[config.mk]
export PLATFORM = sky130hd
export DESIGN_NAME = noise_floor_tracker_guarded_top_flat
export DESIGN_NICKNAME = d
export VERILOG_FILES = /design/src/rtl/nft_pkg.sv /design/src/rtl/nft_if.sv /design/src/rtl/nft_dp.sv /design/src/rtl/nft_ctrl.sv /design/src/rtl/noise_floor_tracker_guarded_top.sv /design/src/flat_wrapper.sv
export SDC_FILE = /design/constraint.sdc
export NUM_CORES = 1
export LEC_CHECK = 0
export BUFFER_PORTS_ARGS = -buffer_cell sky130_fd_sc_hd__buf_2
export CORE_MARGIN = 2
export CORE_UTILIZATION = 40
export CTS_BUF_LIST = sky130_fd_sc_hd__clkbuf_4
export CTS_CLUSTER_DIAMETER = 150
export CTS_CLUSTER_SIZE = 40
export DETAILED_ROUTE_END_ITERATION = 10
export PLACE_DENSITY = 0.51
export SETUP_SLACK_MARGIN = 0.5
export SLEW_MARGIN = 20
export SYNTH_ARGS = -nofsm -noshare
export SYNTH_HDL_FRONTEND = slang
export SYNTH_HIERARCHICAL = 1
export SYNTH_SLANG_ARGS = --single-unit
[constraint.sdc]
create_clock -name clk -period 7.3 [get_ports clk]
set_clock_uncertainty 0.2 [all_clocks]
set_input_delay 1.095 -clock clk [delete_from_list [all_inputs] [get_ports clk]]
set_output_delay 1.095 -clock clk [all_outputs]
set_load 0.05 [all_outputs]
[src/rtl/nft_pkg.sv]
// Shared types and constants for the noise floor tracker.
package nft_pkg;

  localparam int MAX_WINDOW = 64;
  localparam int ADDR_W     = $clog2(MAX_WINDOW);
  localparam int CNT_W      = $clog2(MAX_WINDOW + 1);
  localparam int LVL_W      = 12;
  localparam int EXT_W      = LVL_W + 2;
  localparam int CFG_IDX_W  = 3;
  localparam int CFG_DATA_W = 12;

  // Configuration register indexes
  localparam logic [CFG_IDX_W-1:0] REG_WINDOW_LENGTH = 3'd0;
  localparam logic [CFG_IDX_W-1:0] REG_FLOOR_CLAMP   = 3'd1;
  localparam logic [CFG_IDX_W-1:0] REG_RISE_STEP     = 3'd2;
  localparam logic [CFG_IDX_W-1:0] REG_DROP_GUARD    = 3'd3;
  localparam logic [CFG_IDX_W-1:0] REG_SPEECH_MARGIN = 3'd4;
  localparam logic [CFG_IDX_W-1:0] REG_QUIET_LEVEL   = 3'd5;
  localparam logic [CFG_IDX_W-1:0] REG_SETTLED_LEVEL = 3'd6;

  typedef struct packed {
    logic signed [LVL_W-1:0] level_db;
  } level_beat_t;

  typedef struct packed {
    logic signed [LVL_W-1:0] noise_estimate;
    logic                    changed;
  } est_beat_t;

  // Controller to datapath commands
  typedef struct packed {
    logic eval;
    logic scan;
    logic finish;
    logic load_out;
  } nft_cmd_t;

  // Datapath to controller status
  typedef struct packed {
    logic collect;
    logic close;
    logic scan_done;
  } nft_sts_t;

endpackage

[src/rtl/nft_if.sv]
// Valid/ready channel interfaces for level input and estimate output.
interface nft_level_if;
  import nft_pkg::*;
  logic        valid;
  logic        ready;
  level_beat_t data;
  modport source (output valid, output data, input ready);
  modport sink (input valid, input data, output ready);
endinterface

interface nft_est_if;
  import nft_pkg::*;
  logic      valid;
  logic      ready;
  est_beat_t data;
  modport source (output valid, output data, input ready);
  modport sink (input valid, input data, output ready);
endinterface

[src/rtl/nft_dp.sv]
// Datapath: config registers, estimate, candidate window memory and min scan.
module nft_dp (
  input  logic                                  clk,
  input  logic                                  rst,
  input  logic                                  in_fire,
  input  logic signed [nft_pkg::LVL_W-1:0]      in_level,
  input  logic                                  cfg_wr_en,
  input  logic [nft_pkg::CFG_IDX_W-1:0]         cfg_index,
  input  logic [nft_pkg::CFG_DATA_W-1:0]        cfg_data,
  input  nft_pkg::nft_cmd_t                     cmd,
  output nft_pkg::nft_sts_t                     sts,
  output nft_pkg::est_beat_t                    out_beat
);
  import nft_pkg::*;

  logic [6:0]              window_length;
  logic signed [11:0]      floor_clamp;
  logic [10:0]             rise_step;
  logic [10:0]             drop_guard;
  logic [10:0]             speech_margin;
  logic signed [11:0]      quiet_level;
  logic signed [11:0]      settled_level;

  logic signed [LVL_W-1:0] level_r;
  logic signed [LVL_W-1:0] estimate;
  logic [CNT_W-1:0]        fill_count;
  logic                    chg;

  logic signed [LVL_W-1:0] mem [MAX_WINDOW];
  logic signed [LVL_W-1:0] rd_data;
  logic                    rd_vld;
  logic [CNT_W-1:0]        idx;
  logic signed [LVL_W-1:0] win_min;

  logic [CNT_W-1:0]        eff_len;
  logic signed [EXT_W-1:0] lvl_x, est_x, min_x, diff_x;
  logic                    is_drop, is_cut, is_speech, collect;
  logic [ADDR_W-1:0]       wr_ptr;
  logic [CNT_W-1:0]        fill_inc;
  logic signed [LVL_W-1:0] drop_val;

  // Config writes
  always_ff @(posedge clk) begin
    if (rst) begin
      window_length <= 7'd16;
      floor_clamp   <= -12'sd1280;
      rise_step     <= 11'd112;
      drop_guard    <= 11'd160;
      speech_margin <= 11'd336;
      quiet_level   <= -12'sd640;
      settled_level <= -12'sd896;
    end else if (cfg_wr_en) begin
      case (cfg_index)
        REG_WINDOW_LENGTH: window_length <= cfg_data[6:0];
        REG_FLOOR_CLAMP:   floor_clamp   <= cfg_data;
        REG_RISE_STEP:     rise_step     <= cfg_data[10:0];
        REG_DROP_GUARD:    drop_guard    <= cfg_data[10:0];
        REG_SPEECH_MARGIN: speech_margin <= cfg_data[10:0];
        REG_QUIET_LEVEL:   quiet_level   <= cfg_data;
        REG_SETTLED_LEVEL: settled_level <= cfg_data;
        default: ;
      endcase
    end
  end

  // Clamp window length into 1..MAX_WINDOW
  always_comb begin
    if (window_length == '0) begin
      eff_len = CNT_W'(1);
    end else if (window_length > 7'(MAX_WINDOW)) begin
      eff_len = CNT_W'(MAX_WINDOW);
    end else begin
      eff_len = window_length[CNT_W-1:0];
    end
  end

  // Classify the held level
  assign lvl_x     = EXT_W'(level_r);
  assign est_x     = EXT_W'(estimate);
  assign is_drop   = lvl_x < est_x;
  assign is_cut    = (est_x < EXT_W'(quiet_level)) &&
                     (lvl_x < est_x - $signed({3'b000, drop_guard}));
  assign is_speech = (lvl_x > est_x + $signed({3'b000, speech_margin})) &&
                     (level_r > quiet_level) && (estimate > settled_level);
  assign collect   = !is_drop && !is_speech;
  assign drop_val  = (level_r > floor_clamp) ? level_r : floor_clamp;

  assign wr_ptr   = (fill_count >= CNT_W'(MAX_WINDOW)) ? ADDR_W'(MAX_WINDOW - 1)
                                                       : fill_count[ADDR_W-1:0];
  assign fill_inc = {1'b0, wr_ptr} + CNT_W'(1);

  assign sts.collect   = collect;
  assign sts.close     = fill_inc >= eff_len;
  assign sts.scan_done = (idx == eff_len) && !rd_vld;

  // Window minimum against the estimate
  assign min_x  = EXT_W'(win_min);
  assign diff_x = min_x - est_x;

  // Window memory: write on collect, registered read during scan
  always_ff @(posedge clk) begin
    if (cmd.eval && collect) begin
      mem[wr_ptr] <= level_r;
    end
    rd_data <= mem[idx[ADDR_W-1:0]];
  end

  // Hold the accepted level
  always_ff @(posedge clk) begin
    if (in_fire) begin
      level_r <= in_level;
    end
  end

  // Estimate, fill count and scan control
  always_ff @(posedge clk) begin
    if (rst) begin
      estimate   <= '0;
      fill_count <= '0;
      chg        <= 1'b0;
      rd_vld     <= 1'b0;
      idx        <= '0;
      win_min    <= '0;
    end else begin
      if (cmd.eval) begin
        idx     <= '0;
        win_min <= '0;
        rd_vld  <= 1'b0;
        if (is_drop && !is_cut) begin
          estimate   <= drop_val;
          fill_count <= '0;
          chg        <= 1'b1;
        end else if (collect) begin
          fill_count <= fill_inc;
          chg        <= 1'b0;
        end else begin
          chg <= 1'b0;
        end
      end
      if (cmd.scan) begin
        // advance the read pointer and fold returned entries into the minimum
        if (idx < eff_len) begin
          idx    <= idx + CNT_W'(1);
          rd_vld <= 1'b1;
        end else begin
          rd_vld <= 1'b0;
        end
        if (rd_vld && (rd_data < win_min)) begin
          win_min <= rd_data;
        end
      end
      if (cmd.finish) begin
        if (diff_x > $signed({3'b000, rise_step})) begin
          estimate <= LVL_W'(est_x + $signed({3'b000, rise_step}));
        end else begin
          estimate <= win_min;
        end
        fill_count <= '0;
        chg        <= 1'b1;
      end
    end
  end

  // Output register
  always_ff @(posedge clk) begin
    if (cmd.load_out) begin
      out_beat.noise_estimate <= estimate;
      out_beat.changed        <= chg;
    end
  end

endmodule

[src/rtl/nft_ctrl.sv]
// Controller: sequences accept, evaluation, window scan and result handoff.
module nft_ctrl (
  input  logic              clk,
  input  logic              rst,
  input  logic              in_valid,
  output logic              in_ready,
  output logic              out_valid,
  input  logic              out_ready,
  input  nft_pkg::nft_sts_t sts,
  output nft_pkg::nft_cmd_t cmd
);
  import nft_pkg::*;

  localparam logic [1:0] S_IDLE = 2'd0;
  localparam logic [1:0] S_EVAL = 2'd1;
  localparam logic [1:0] S_SCAN = 2'd2;
  localparam logic [1:0] S_DONE = 2'd3;

  logic [1:0] state, state_next;
  logic       slot_free;

  assign in_ready  = (state == S_IDLE);
  assign slot_free = !out_valid || out_ready;

  // Next state and commands
  always_comb begin
    state_next = state;
    cmd        = '0;
    case (state)
      S_IDLE: begin
        if (in_valid) state_next = S_EVAL;
      end
      S_EVAL: begin
        cmd.eval   = 1'b1;
        state_next = (sts.collect && sts.close) ? S_SCAN : S_DONE;
      end
      S_SCAN: begin
        cmd.scan = 1'b1;
        if (sts.scan_done) begin
          cmd.finish = 1'b1;
          state_next = S_DONE;
        end
      end
      S_DONE: begin
        if (slot_free) begin
          cmd.load_out = 1'b1;
          state_next   = S_IDLE;
        end
      end
      default: state_next = S_IDLE;
    endcase
  end

  // State and output valid
  always_ff @(posedge clk) begin
    if (rst) begin
      state     <= S_IDLE;
      out_valid <= 1'b0;
    end else begin
      state <= state_next;
      if (cmd.load_out) begin
        out_valid <= 1'b1;
      end else if (out_ready) begin
        out_valid <= 1'b0;
      end
    end
  end

endmodule

[src/rtl/noise_floor_tracker_guarded_top.sv]
// Noise floor tracker with cut guard and speech rejection: top level.
// One level beat in, one estimate beat out, one item at a time. An item that
// does not close the window is evaluated and then handed off; one that closes
// it adds a scan of the window memory, one entry a cycle, before the handoff.
// Output stalls delay the handoff.
// Synchronous reset: estimate 0 dB, window empty, registers to defaults.
module noise_floor_tracker_guarded_top (
  input  logic                                  clk,
  input  logic                                  rst,
  nft_level_if.sink                             in_ch,
  nft_est_if.source                             out_ch,
  input  logic                                  cfg_wr_en,
  input  logic [nft_pkg::CFG_IDX_W-1:0]         cfg_index,
  input  logic [nft_pkg::CFG_DATA_W-1:0]        cfg_data
);
  import nft_pkg::*;

  nft_cmd_t  cmd;
  nft_sts_t  sts;
  est_beat_t out_beat;
  logic      in_ready;

  assign in_ch.ready = in_ready;
  assign out_ch.data = out_beat;

  nft_ctrl u_ctrl (
    .clk       (clk),
    .rst       (rst),
    .in_valid  (in_ch.valid),
    .in_ready  (in_ready),
    .out_valid (out_ch.valid),
    .out_ready (out_ch.ready),
    .sts       (sts),
    .cmd       (cmd)
  );

  nft_dp u_dp (
    .clk       (clk),
    .rst       (rst),
    .in_fire   (in_ch.valid && in_ready),
    .in_level  (in_ch.data.level_db),
    .cfg_wr_en (cfg_wr_en),
    .cfg_index (cfg_index),
    .cfg_data  (cfg_data),
    .cmd       (cmd),
    .sts       (sts),
    .out_beat  (out_beat)
  );

endmodule
[src/flat_wrapper.sv]
// flat-port wrapper written by rule: the top's interface ports become plain ports
module noise_floor_tracker_guarded_top_flat import nft_pkg::*;
  (clk, rst, cfg_wr_en, cfg_index, cfg_data, in_ch_valid, in_ch_data, in_ch_ready, out_ch_valid, out_ch_data, out_ch_ready);
  nft_level_if in_ch_i ();
  nft_est_if out_ch_i ();
  input  logic clk;
  input  logic rst;
  input  logic cfg_wr_en;
  input  logic [nft_pkg::CFG_IDX_W-1:0] cfg_index;
  input  logic [nft_pkg::CFG_DATA_W-1:0] cfg_data;
  input wire logic [$bits(in_ch_i.valid)-1:0] in_ch_valid;
  input wire logic [$bits(in_ch_i.data)-1:0] in_ch_data;
  output wire logic [$bits(in_ch_i.ready)-1:0] in_ch_ready;
  output wire logic [$bits(out_ch_i.valid)-1:0] out_ch_valid;
  output wire logic [$bits(out_ch_i.data)-1:0] out_ch_data;
  input wire logic [$bits(out_ch_i.ready)-1:0] out_ch_ready;
  assign in_ch_i.valid = in_ch_valid;
  assign in_ch_i.data = in_ch_data;
  assign in_ch_ready = in_ch_i.ready;
  assign out_ch_valid = out_ch_i.valid;
  assign out_ch_data = out_ch_i.data;
  assign out_ch_i.ready = out_ch_ready;
  noise_floor_tracker_guarded_top u_core (.clk(clk), .rst(rst), .in_ch(in_ch_i), .out_ch(out_ch_i), .cfg_wr_en(cfg_wr_en), .cfg_index(cfg_index), .cfg_data(cfg_data));
endmodule
Yosys cells after proc, flatten, opt, wreduce, memory -nomap -nowiden
Memories as Yosys holds them, arrays and structs flattened. A register that Yosys moved wholly into a read port is not among the register bits.
Cells that the tools add are included.
Widths: inputs -> output; s select.
{ "totals": {"regBits": 144, "ram_bits": 768, "input_bits": 32, "out_inout_bits": 15, "elab_cells": 122, "mem_count": 1} }
{ "classes": {"addsub": 6, "magnitude_cmp": 13, "eq_ne": 13, "mux": 36, "reduce_logical": 35} }
{ "memory_table": {"columns": ["memory", "depth", "word_bits", "read_ports", "rd_ports_with_merged_regs", "write_ports", "line_no", "rtl"], "rows": [
  ["u_core.u_dp.mem", 64, 12, 1, 1, 1, "nft_dp.sv:29", "logic signed [LVL_W-1:0] mem [MAX_WINDOW];"]
]} }
{ "op_table": {"columns": ["operator", "n"], "rows": [
  ["$mux 12", 8],
  ["$mux 7", 7],
  ["$gt 12x12->1", 3],
  ["$lt 12x12->1", 3],
  ["$sub 12x12->13", 2],
  ["$reduce_and 2->1", 9],
  ["$mux 1", 15],
  ["$add 12x12->13", 1],
  ["$gt 12x13->1", 1],
  ["$gt 13x12->1", 1],
  ["$lt 12x13->1", 1],
  ["$add 12x12->12", 1],
  ["$logic_and 1x1->1", 10],
  ["$reduce_bool 2->1", 5],
  ["$eq 3x3->1 const B", 3],
  ["$mux 2", 4],
  ["$pmux 2 s4", 1],
  ["$add 6x1->7 const B", 1],
  ["$add 7x1->7 const B", 1],
  ["$eq 7x7->1", 1],
  ["$ge 7x7->1", 1],
  ["$ge 7x7->1 const B", 1],
  ["$gt 7x7->1 const B", 1],
  ["$logic_not 7->1", 1],
  ["14 further kinds", 21]
]} }

Logic depth before layout (Yosys ltp)
Gate-level depths: netlist of the first run.
{ "logic_depth": {"word_depth": 9, "ltp_mapped": 23, "ltp_nobuf": 22} }

Cells and area by module
The synthesis of the first run kept the hierarchy.
{ "modules_own_cells": {"columns": ["mod", "instances", "cells_each", "area_each_um2", "seq_area_each_um2"], "rows": [
  ["nft_dp", 1, 2442, 40052.2, 26375.3],
  ["nft_ctrl", 1, 26, 241.5, 60.1],
  ["noise_floor_tracker_guarded_top", 1, 1, 6.3, 0.0]
]} }

Least setup slack after synthesis of the first run
Ideal clock, no wire load.
{ "synth_path": {"path_type": "register -> register", "start": "register u_core.u_dp.estimate[1]", "end": "memory u_core.u_dp.mem[10][0], enable pin", "arrival_time_ns": 4.496, "required_time_ns": 6.704, "slack_ns": 2.208, "path_stages_with_launch": 20, "path_buffers": 2, "path_cell_list": "dfxtp_1 -> inv_1 -> fa_1 -> nor2b_1 -> o21ai_0 -> a21oi_1 -> o21ai_1 -> a21oi_1 -> o21ai_1 -> a21boi_0 -> o31ai_1 -> ha_1 -> and3_1 -> nand3_1 -> a21oi_1 -> a2111oi_0 -> o311ai_1 -> buf_2 -> buf_2 -> nor3_1"} }
{ "synth_via": {"elab_chain_len": 9, "elab_cells_between_ends": 12, "classes_between": "1 x add/sub; 3 x order compare; 2 x mux; 6 x reduce/logical"} }
{ "synth_lines": {"columns": ["item", "line_no", "rtl"], "rows": [
  ["from (decl)", "nft_dp.sv:25", "logic signed [LVL_W-1:0] estimate;"],
  ["from (signal assigned)", "nft_dp.sv:130", "estimate <= drop_val;"],
  ["from (signal assigned)", "nft_dp.sv:154", "estimate <= LVL_W'(est_x + $signed({3'b000, rise_step}));"],
  ["from (signal assigned)", "nft_dp.sv:156", "estimate <= win_min;"],
  ["$add 12x12->13", "nft_dp.sv:83", "assign is_speech = (lvl_x > est_x + $signed({3'b000, speech_margin})) &&"],
  ["$gt 12x13->1", "nft_dp.sv:83", null],
  ["$logic_and 1x1->1", "nft_dp.sv:83", null],
  ["$logic_and 1x1->1", "nft_dp.sv:84", "(level_r > quiet_level) && (estimate > settled_level);"],
  ["$logic_not 1->1", "nft_dp.sv:85", "assign collect = !is_drop && !is_speech;"],
  ["$logic_and 1x1->1 *", "nft_dp.sv:85", null],
  ["$logic_and 1x1->1 *", "nft_dp.sv:102", "if (cmd.eval && collect) begin"],
  ["$mux 1 *", "nft_dp.sv:102", null],
  ["$mux 1 (not written as such) *", "nft_dp.sv:103", "mem[wr_ptr] <= level_r;"],
  ["to (decl)", "nft_dp.sv:29", null]
]} }
Mark *: on every way between the ends. The rest lies on a longest branch, timed or not.

Worst setup path after layout of the first run
{ "layout_path": {"start": "register u_core.u_dp.estimate[1]", "end": "memory u_core.u_dp.mem[37][6], enable pin"} }
Same word-level chain as after synthesis.

==> results_dict.tcl, run 1 <==
set metrics [dict create \
    run_status "completed" \
    max-cap-violations 0 \
    grt_max_degree 122 \
    powerDensity_mw_per_mm2 298.0 \
    fin_ws_ns 1.345 \
    end_kind "flip-flop" \
    cts_max_level 1 \
    cp_cell_sequence "inv_1 > fa_1 > nor2b_1 > o21ai_0 > a21oi_1 > o21ai_1 > a21oi_1 > o21ai_1 > a21boi_0 > o31ai_1 > ha_1 > and3_1 > nand3_1 > a21oi_1 > a2111oi_0 > buf_4 > o311ai_4 > buf_12 > buf_4 > nor3_2" \
    syn_avg_cell_area_um2 16.32 \
    fin_crit_sh 0.8158 \
    synth-compound-area-share 0.05415 \
    die_h_um 321.4 \
    grt_busiest_layer "met2" \
    synth_mux_area_frac 0.1431 \
    drc_errors 0 \
    synth_flop_cell "edfxtp_1" \
    max_stage_delay_ns 0.82 \
    post-dp-hpwl_um 72830 \
    synth_area_leaders "edfxtp_1 (59%), mux4_2 (14%), dfxtp_1 (6.5%)" \
    cpMostUsedCell "a21oi_1" \
    max_freq_mhz 167.9 \
    wl_per_cell_um 28.86 \
    critPathKind "flip-flop to flip-flop" \
    drive_above_1_share 0.1926 \
    maxSlewHeadroom 0.2571 \
    synth_area_mm2 0.04030 \
    die_w_um 321.4 \
    clock_path_buffers 3 \
    place_area_mm2 0.04236 \
    final.min_clock_period_ns 5.955 \
    synth_nets 2675 \
    antenna_left 0 \
    vias_per_cell 5.879 \
    design.core.area_mm2 0.1000 \
    hold_slack_ns 0.1244 \
    root_buffer "clkbuf_4" \
    ys_types 68 \
    crit_buf_inv 4 \
    grt_use_met3 0.02235 \
    synth_top_area_cell "edfxtp_1" \
    hold_viol_final 0 \
    antenna_found_initial 3 \
    cts-buffers-inserted 27 \
    yosysWarnings 6 \
    grt_pass1_vias 21860 \
    grt.total_usage 0.2134 \
    maxSlewViolCount 0 \
    final_cells 3817 \
    port-buffer-count 46 \
    postLayoutCoreUtil 0.4297 \
    peakVddDrop_mv 0.2754 \
    ios 47 \
    grt_use_met2 0.3323 \
    synth.top_cell.area_share 0.5909 \
    crit_family "compound AO/OA/AOI/OAI gates" \
    cp_max_fo 45 \
    dpl.cell_count 3743 \
    first_pass_iters 6 \
    power_mw 12.80 \
    cp-start-kind "flip-flop" \
    cts_sinks 924 \
    ys_ff_latch 924 \
    area_delta_synth_final_pct 6.632 \
    seq_area_frac_synth 0.6560 \
    cts_resized 0 \
    worst_pin_slew_ns 1.110 \
    synth-adder-area-share 0.05477 \
    finalNetCount 2698 \
    cts_tree "done" \
    fp.dieArea_mm2 0.1033 \
    rsz0062_at_grt "no" \
    yosys.area_share.simple 0.06060 \
    min_path_type "input pin to flip-flop" \
    rows 116 \
    start_util 0.4030 \
    synth_top_family_by_area "multiplexers" \
    grt.overflow.total 0 \
    grt_pass1_wl_um 160300 \
    worst_ep_arrival_time_ns 6.46 \
    num_vias 22440 \
    syn_inst 2469 \
    crit_required_ns 7.81 \
    drt_wl_total_um 110200 \
    leakagePower_nw 13.38 \
    drt_iter0_drc 2655 \
    synth_edf_count 793 \
    gp_congestion 0.9071 \
    design_area_mm2 0.04297 \
    postSynth.asyncResetShare 0 \
    post-place-ws_ns 1.307 \
    fin_tns_setup_ns 0 \
    clkTransAtPathRegs_ns 0.45 \
    cp_slowest_cell "nor3_2" \
    globalRouteMet1Util 0.3224 \
    setup_violations 0 \
    insertion_delay_ns 1.08 \
    synth_xor_area_frac 0.008041 \
]
[cell type report]
class                   count  area [µm²]
flip-flops and latches    924       26450
fillers                  8759       57030
repair buffers            106       763.2
diodes                      6       15.01
inverters                 109       409.1
well taps                1298        1624
multi-input cells        1324       13320
clock buffers              47       352.8
clock inverters             3       45.04
[final timing paths]
check,start,cells past startpoint,slack [ns],endpoint
setup reg to reg,u_core/u_dp/estimate[1]$_SDFFE_PP0P_,20,1.34,u_core/u_dp/mem[37][6]$_DFFE_PP_
hold / removal,cfg_data[7],3,0.12,u_core/u_dp/speech_margin[7]$_SDFFE_PP0P_
hold reg to reg,u_core/u_dp/settled_level[5]$_SDFFE_PP0P_,2,0.27,u_core/u_dp/settled_level[5]$_SDFFE_PP0P_
setup / recovery,u_core/u_dp/estimate[1]$_SDFFE_PP0P_,20,1.34,u_core/u_dp/mem[37][6]$_DFFE_PP_
[state kept, by name, indices dropped and copies added (netlist names), 2 cells and up]
name                       cells
u_core/u_dp/speech_margin     11
u_core/u_dp/level_r           12
u_core/u_dp/estimate          12
u_core/u_dp/quiet_level       12
u_core/u_dp/out_beat          13
u_core/u_dp/drop_guard        11
u_core/u_ctrl/state            2
u_core/u_dp/rise_step         11
u_core/u_dp/window_length      7
u_core/u_dp/fill_count         7
u_core/u_dp/idx                7
u_core/u_dp/mem              768
u_core/u_dp/rd_data           12
u_core/u_dp/win_min           12
u_core/u_dp/settled_level     12
u_core/u_dp/floor_clamp       12
[cell families (layout without fill, tap and decap cells)]
family | after synthesis | count (layout)
flops | 924 | 924
simple gates | 496 | 496
compound gates | 356 | 356
mux | 261 | 261
buf+inv | 221 | 265
fa+ha+maj | 174 | 174
xor+xnor | 37 | 37
other cells | 0 | 6
[metal layers]
| metal | share of wire | up-vias |
|---|---|---|
| li1 | - | 9753 |
| met1 | 0.46 | 11790 |
| met2 | 0.46 | 781 |
| met3 | 0.057 | 111 |
| met4 | 0.026 | 2 |
| met5 | 0.00011 | - |
[power breakdown]
part	internal, mW	switching [mW]	total (mW)	leakage [nW]
sequential	6.11	0.242	6.35	8.20
clock	0.298	1.45	1.75	0.238
combinational	1.82	2.88	4.70	4.94
[worst reg2reg max path, stage by stage, from the launching register on]
cell and delay, ns:
dfxtp_1 0.73, inv_1 0.28, fa_1 0.49, nor2b_1 0.12
o21ai_0 0.12, a21oi_1 0.21, o21ai_1 0.10, a21oi_1 0.21
o21ai_1 0.12, a21boi_0 0.19, o31ai_1 0.09, ha_1 0.28
and3_1 0.15, nand3_1 0.10, a21oi_1 0.05, a2111oi_0 0.36
buf_4 0.21, o311ai_4 0.12, buf_12 0.23, buf_4 0.44
nor3_2 0.83
[Yosys cell counts (6+ instances only)]
| library cell | number |
|---|---|
| a211o_1 | 8 |
| a211oi_1 | 14 |
| a21o_1 | 21 |
| a21oi_1 | 125 |
| a31oi_1 | 7 |
| and3_1 | 9 |
| buf_1 | 9 |
| buf_2 | 14 |
| buf_4 | 11 |
| buf_6 | 7 |
| clkbuf_1 | 71 |
| dfxtp_1 | 131 |
| edfxtp_1 | 793 |
| ha_1 | 170 |
| inv_1 | 107 |
| mux2i_1 | 7 |
| mux4_2 | 252 |
| nand2_1 | 186 |
| nand2b_1 | 20 |
| nand3_1 | 31 |
| nand3b_1 | 27 |
| nand4_1 | 16 |
| nor2_1 | 49 |
| nor2b_1 | 27 |
| nor3_1 | 90 |
| nor3b_1 | 7 |
| o211ai_1 | 11 |
| o21a_1 | 19 |
| o21ai_0 | 67 |
| o21ai_1 | 18 |
| o21bai_1 | 8 |
| o22ai_1 | 14 |
| o31ai_1 | 6 |
| o41ai_1 | 12 |
| or3_1 | 6 |
| xnor2_1 | 24 |
| xor2_1 | 13 |
[what timing repair did]
item | 4_1_cts | 5_1_grt
endpoints found under the hold margin | 27 | 0
setup buffers | 0 | 0
hold buffers | 17 | 0
[cells in the final DEF, fill, tap and decap left out, types with 8 or more instances in the layout]
cell,synthesis,final
clkbuf_4,0,47
o21bai_1,8,8
a21o_1,21,21
o22ai_1,14,14
a211oi_1,14,14
nand3b_1,27,27
nor2_1,49,48
a211o_1,8,8
ha_1,170,169
buf_4,11,41
buf_2,14,45
nor2b_1,27,27
nand2b_1,20,20
xnor2_1,24,24
o41ai_1,12,12
o21ai_1,18,18
o211ai_1,11,11
and3_1,9,9
mux4_2,252,252
o21ai_0,67,67
edfxtp_1,793,793
xor2_1,13,13
nand3_1,31,31
dlygate4sd3_1,0,17
nor3_1,90,26
o21a_1,19,19
a21oi_1,125,125
dfxtp_1,131,127
nand2_1,186,183
nand4_1,16,16
inv_1,107,107
nor3_2,0,63
Power figures use the tool's default switching activity.
==> run 2: changes to the inputs <==
==> constraint.sdc (replaced) <==
create_clock -name clk -period 5.75 [get_ports clk]
set_clock_uncertainty 0.2 [all_clocks]
set_input_delay 0.8625 -clock clk [delete_from_list [all_inputs] [get_ports clk]]
set_output_delay 0.8625 -clock clk [all_outputs]
set_load 0.05 [all_outputs]
==> run 2 against run 1 <==
Against the previous run: hold slack got worse by 0.045 ns; cell count up 3.0%; sequential cell count stayed put; sequential share of layout area fell by 1.6 points; critical path depth up 3; global-route usage shrank 0.11 points; setup slack got worse by 0.67 ns.
==> results_dict.tcl, run 2 (synthesized netlist as in run 1, its figures left out) <==
set metrics [dict create \
    clock_path_buffers 3 \
    wl_per_cell_um 28.17 \
    grt_use_met3 0.02078 \
    fp.dieArea_mm2 0.1033 \
    drive_above_1_share 0.2266 \
    insertion_delay_ns 1.11 \
    crit_required_ns 6.45 \
    globalRouteMet1Util 0.3138 \
    grt_max_degree 71 \
    critPathKind "flip-flop to flip-flop" \
    drt_iter0_drc 2715 \
    die_h_um 321.4 \
    antenna_found_initial 4 \
    grt_busiest_layer "met2" \
    ios 47 \
    root_buffer "clkbuf_4" \
    combPwrFrac 0.377 \
    gp_congestion 0.9027 \
    start_util 0.4030 \
    maxSlewHeadroom 0.1675 \
    intPower_mw 10.66 \
    grt_pass1_vias 22280 \
    cp-start-kind "flip-flop" \
    rsz0062_at_grt "yes" \
    layout_common_cells "edfxtp_1 (793), mux4_2 (252), nand2_1 (185), ha_1 (170), buf_4 (128)" \
    final_common_cell "edfxtp_1" \
    final.min_clock_period_ns 5.077 \
    die_w_um 321.4 \
    worst_pin_slew_ns 1.246 \
    peakVddDrop_mv 0.2296 \
    clkTransAtPathRegs_ns 0.44 \
    switching_power_mw 5.876 \
    cts-buffers-inserted 27 \
    max_freq_mhz 197.0 \
    largest_reg_flops 768 \
    pwr-share-seq 0.487 \
    rows 116 \
    leakagePower_nw 14.09 \
    worstReg2RegStart "u_core/u_dp/speech_margin[0]$_SDFFE_PP0P_" \
    post-dp-hpwl_um 72790 \
    run_status "completed" \
    cp_max_fo 14 \
    swShare 0.3553 \
    grt_pass1_wl_um 159800 \
    clkPwrFrac 0.135 \
    worst_ep_arrival_time_ns 5.77 \
    min_path_type "input pin to flip-flop" \
    grt.total_usage 0.2123 \
    cts_max_level 1 \
    num_vias 22560 \
    port-buffer-count 46 \
    hold_viol_final 0 \
    grt.overflow.total 0 \
    area_delta_synth_final_pct 9.516 \
    min_from "cfg_wr_en" \
    maxSlewViolCount 0 \
    grt_use_met2 0.3367 \
    setup.worst_path.start "u_core/u_dp/speech_margin[0]$_SDFFE_PP0P_" \
    drc_errors 0 \
    end_kind "flip-flop" \
    largest_registers "u_core/u_dp/mem (768), u_core/u_dp/out_beat (13)" \
    first_pass_iters 5 \
    design.core.area_mm2 0.1000 \
    postLayoutCoreUtil 0.4413 \
    powerDensity_mw_per_mm2 374.7 \
    drt_wl_total_um 110800 \
    vias_per_cell 5.738 \
    fin_tns_setup_ns 0 \
    largest-register "u_core/u_dp/mem" \
    antenna_left 0 \
    max-cap-violations 0 \
    cts_sinks 924 \
    cts_tree "done" \
    setup_violations 0 \
    finalNetCount 2815 \
    fin_crit_sh 0.8830 \
]
## run 2: cell types whose count changed in the layout (fill, tap and decap cells not counted), moves of 3 or more
cell           change
buf_4             +87
dlygate4sd3_1     +12
buf_12            +11
nor3_4             +8
buf_6              +6
nor3_2             -6
dfxtp_1            -3
diode_2            -3
nand2_2            -3
## run 2: critical path: stages (launching register included)
cell and delay (ns):
dfxtp_2 0.42, ha_1 0.20, inv_1 0.07, fa_1 0.20, nor2b_1 0.06, o21ai_1 0.17, a21oi_1 0.11, o21ai_1 0.22
a21oi_2 0.09, o21ai_1 0.19, a21o_1 0.16, nand3b_1 0.08, ha_1 0.31, inv_2 0.05, a2111oi_1 0.39, o221ai_1 0.20
nor3_2 0.22, o21ai_2 0.11, o311ai_4 0.43, buf_4 0.23, buf_6 0.19, buf_6 0.24, nor3_2 0.06, buf_4 0.24
## run 2: area by class of cell
cell class              instances  area (µm²)
multi-input cells            1324       13390
fillers                      8651       55870
diodes                          3       7.507
clock inverters                 2       37.54
flip-flops and latches        924       26450
repair buffers                223        1849
inverters                     109       409.1
well taps                    1298        1624
clock buffers                  48       360.3
## run 2: stage by stage
stage	power [mW]	cell area [µm²]	setup slack, ns	hold WS (ns)	std cells
floorplan	12.14	40300	0.6578	0.2086	2469
global placement	14.07	42980	0.5047	0.2443	3822
detailed placement	14.18	42980	0.4712	0.2497	3822
CTS	16.42	43690	0.5531	0.02474	3901
global route	17.40	44130	0.4789	0.02131	3929
finish	16.54	44130	0.6729	0.07978	3931
## run 2: path summary, 6_finish.rpt
path,endpoint,slack [ns],cells past startpoint
setup / recovery,u_core/u_dp/mem[0][8]$_DFFE_PP_,0.67,23
hold / removal,u_core/u_dp/window_length[3]$_SDFFE_PP0P_,0.08,5
setup reg to reg,u_core/u_dp/mem[0][8]$_DFFE_PP_,0.67,23
hold reg to reg,u_core/u_dp/quiet_level[6]$_SDFFE_PP0P_,0.27,2
## run 2: routing by layer
layer | vias to the layer above | routed length [µm]
met2 | 728 | 51300
met3 | 123 | 5666
met5 | - | 73
li1 | 9978 | -
met1 | 11720 | 50570
met4 | 10 | 3138
## run 2: power by group through the flow
| stage | Combinational, mW | Clock [mW] | Sequential, mW |
|---|---|---|---|
| finish | 6.24 | 2.24 | 8.06 |
| global route | 6.80 | 2.52 | 8.09 |
| detailed placement | 5.98 | 0 | 8.20 |
| global placement | 5.88 | 0 | 8.19 |
| CTS | 6.03 | 2.32 | 8.06 |
| floorplan | 3.91 | 0 | 8.23 |
## run 2: timing repair
item,4_1_cts,5_1_grt
hold endpoints to repair,90,0
endpoints found under the setup margin,111,651
hold buffers,29,0
setup buffers,0,23
gates cloned,0,2
pin swaps,0,10
gates resized for setup,4,26
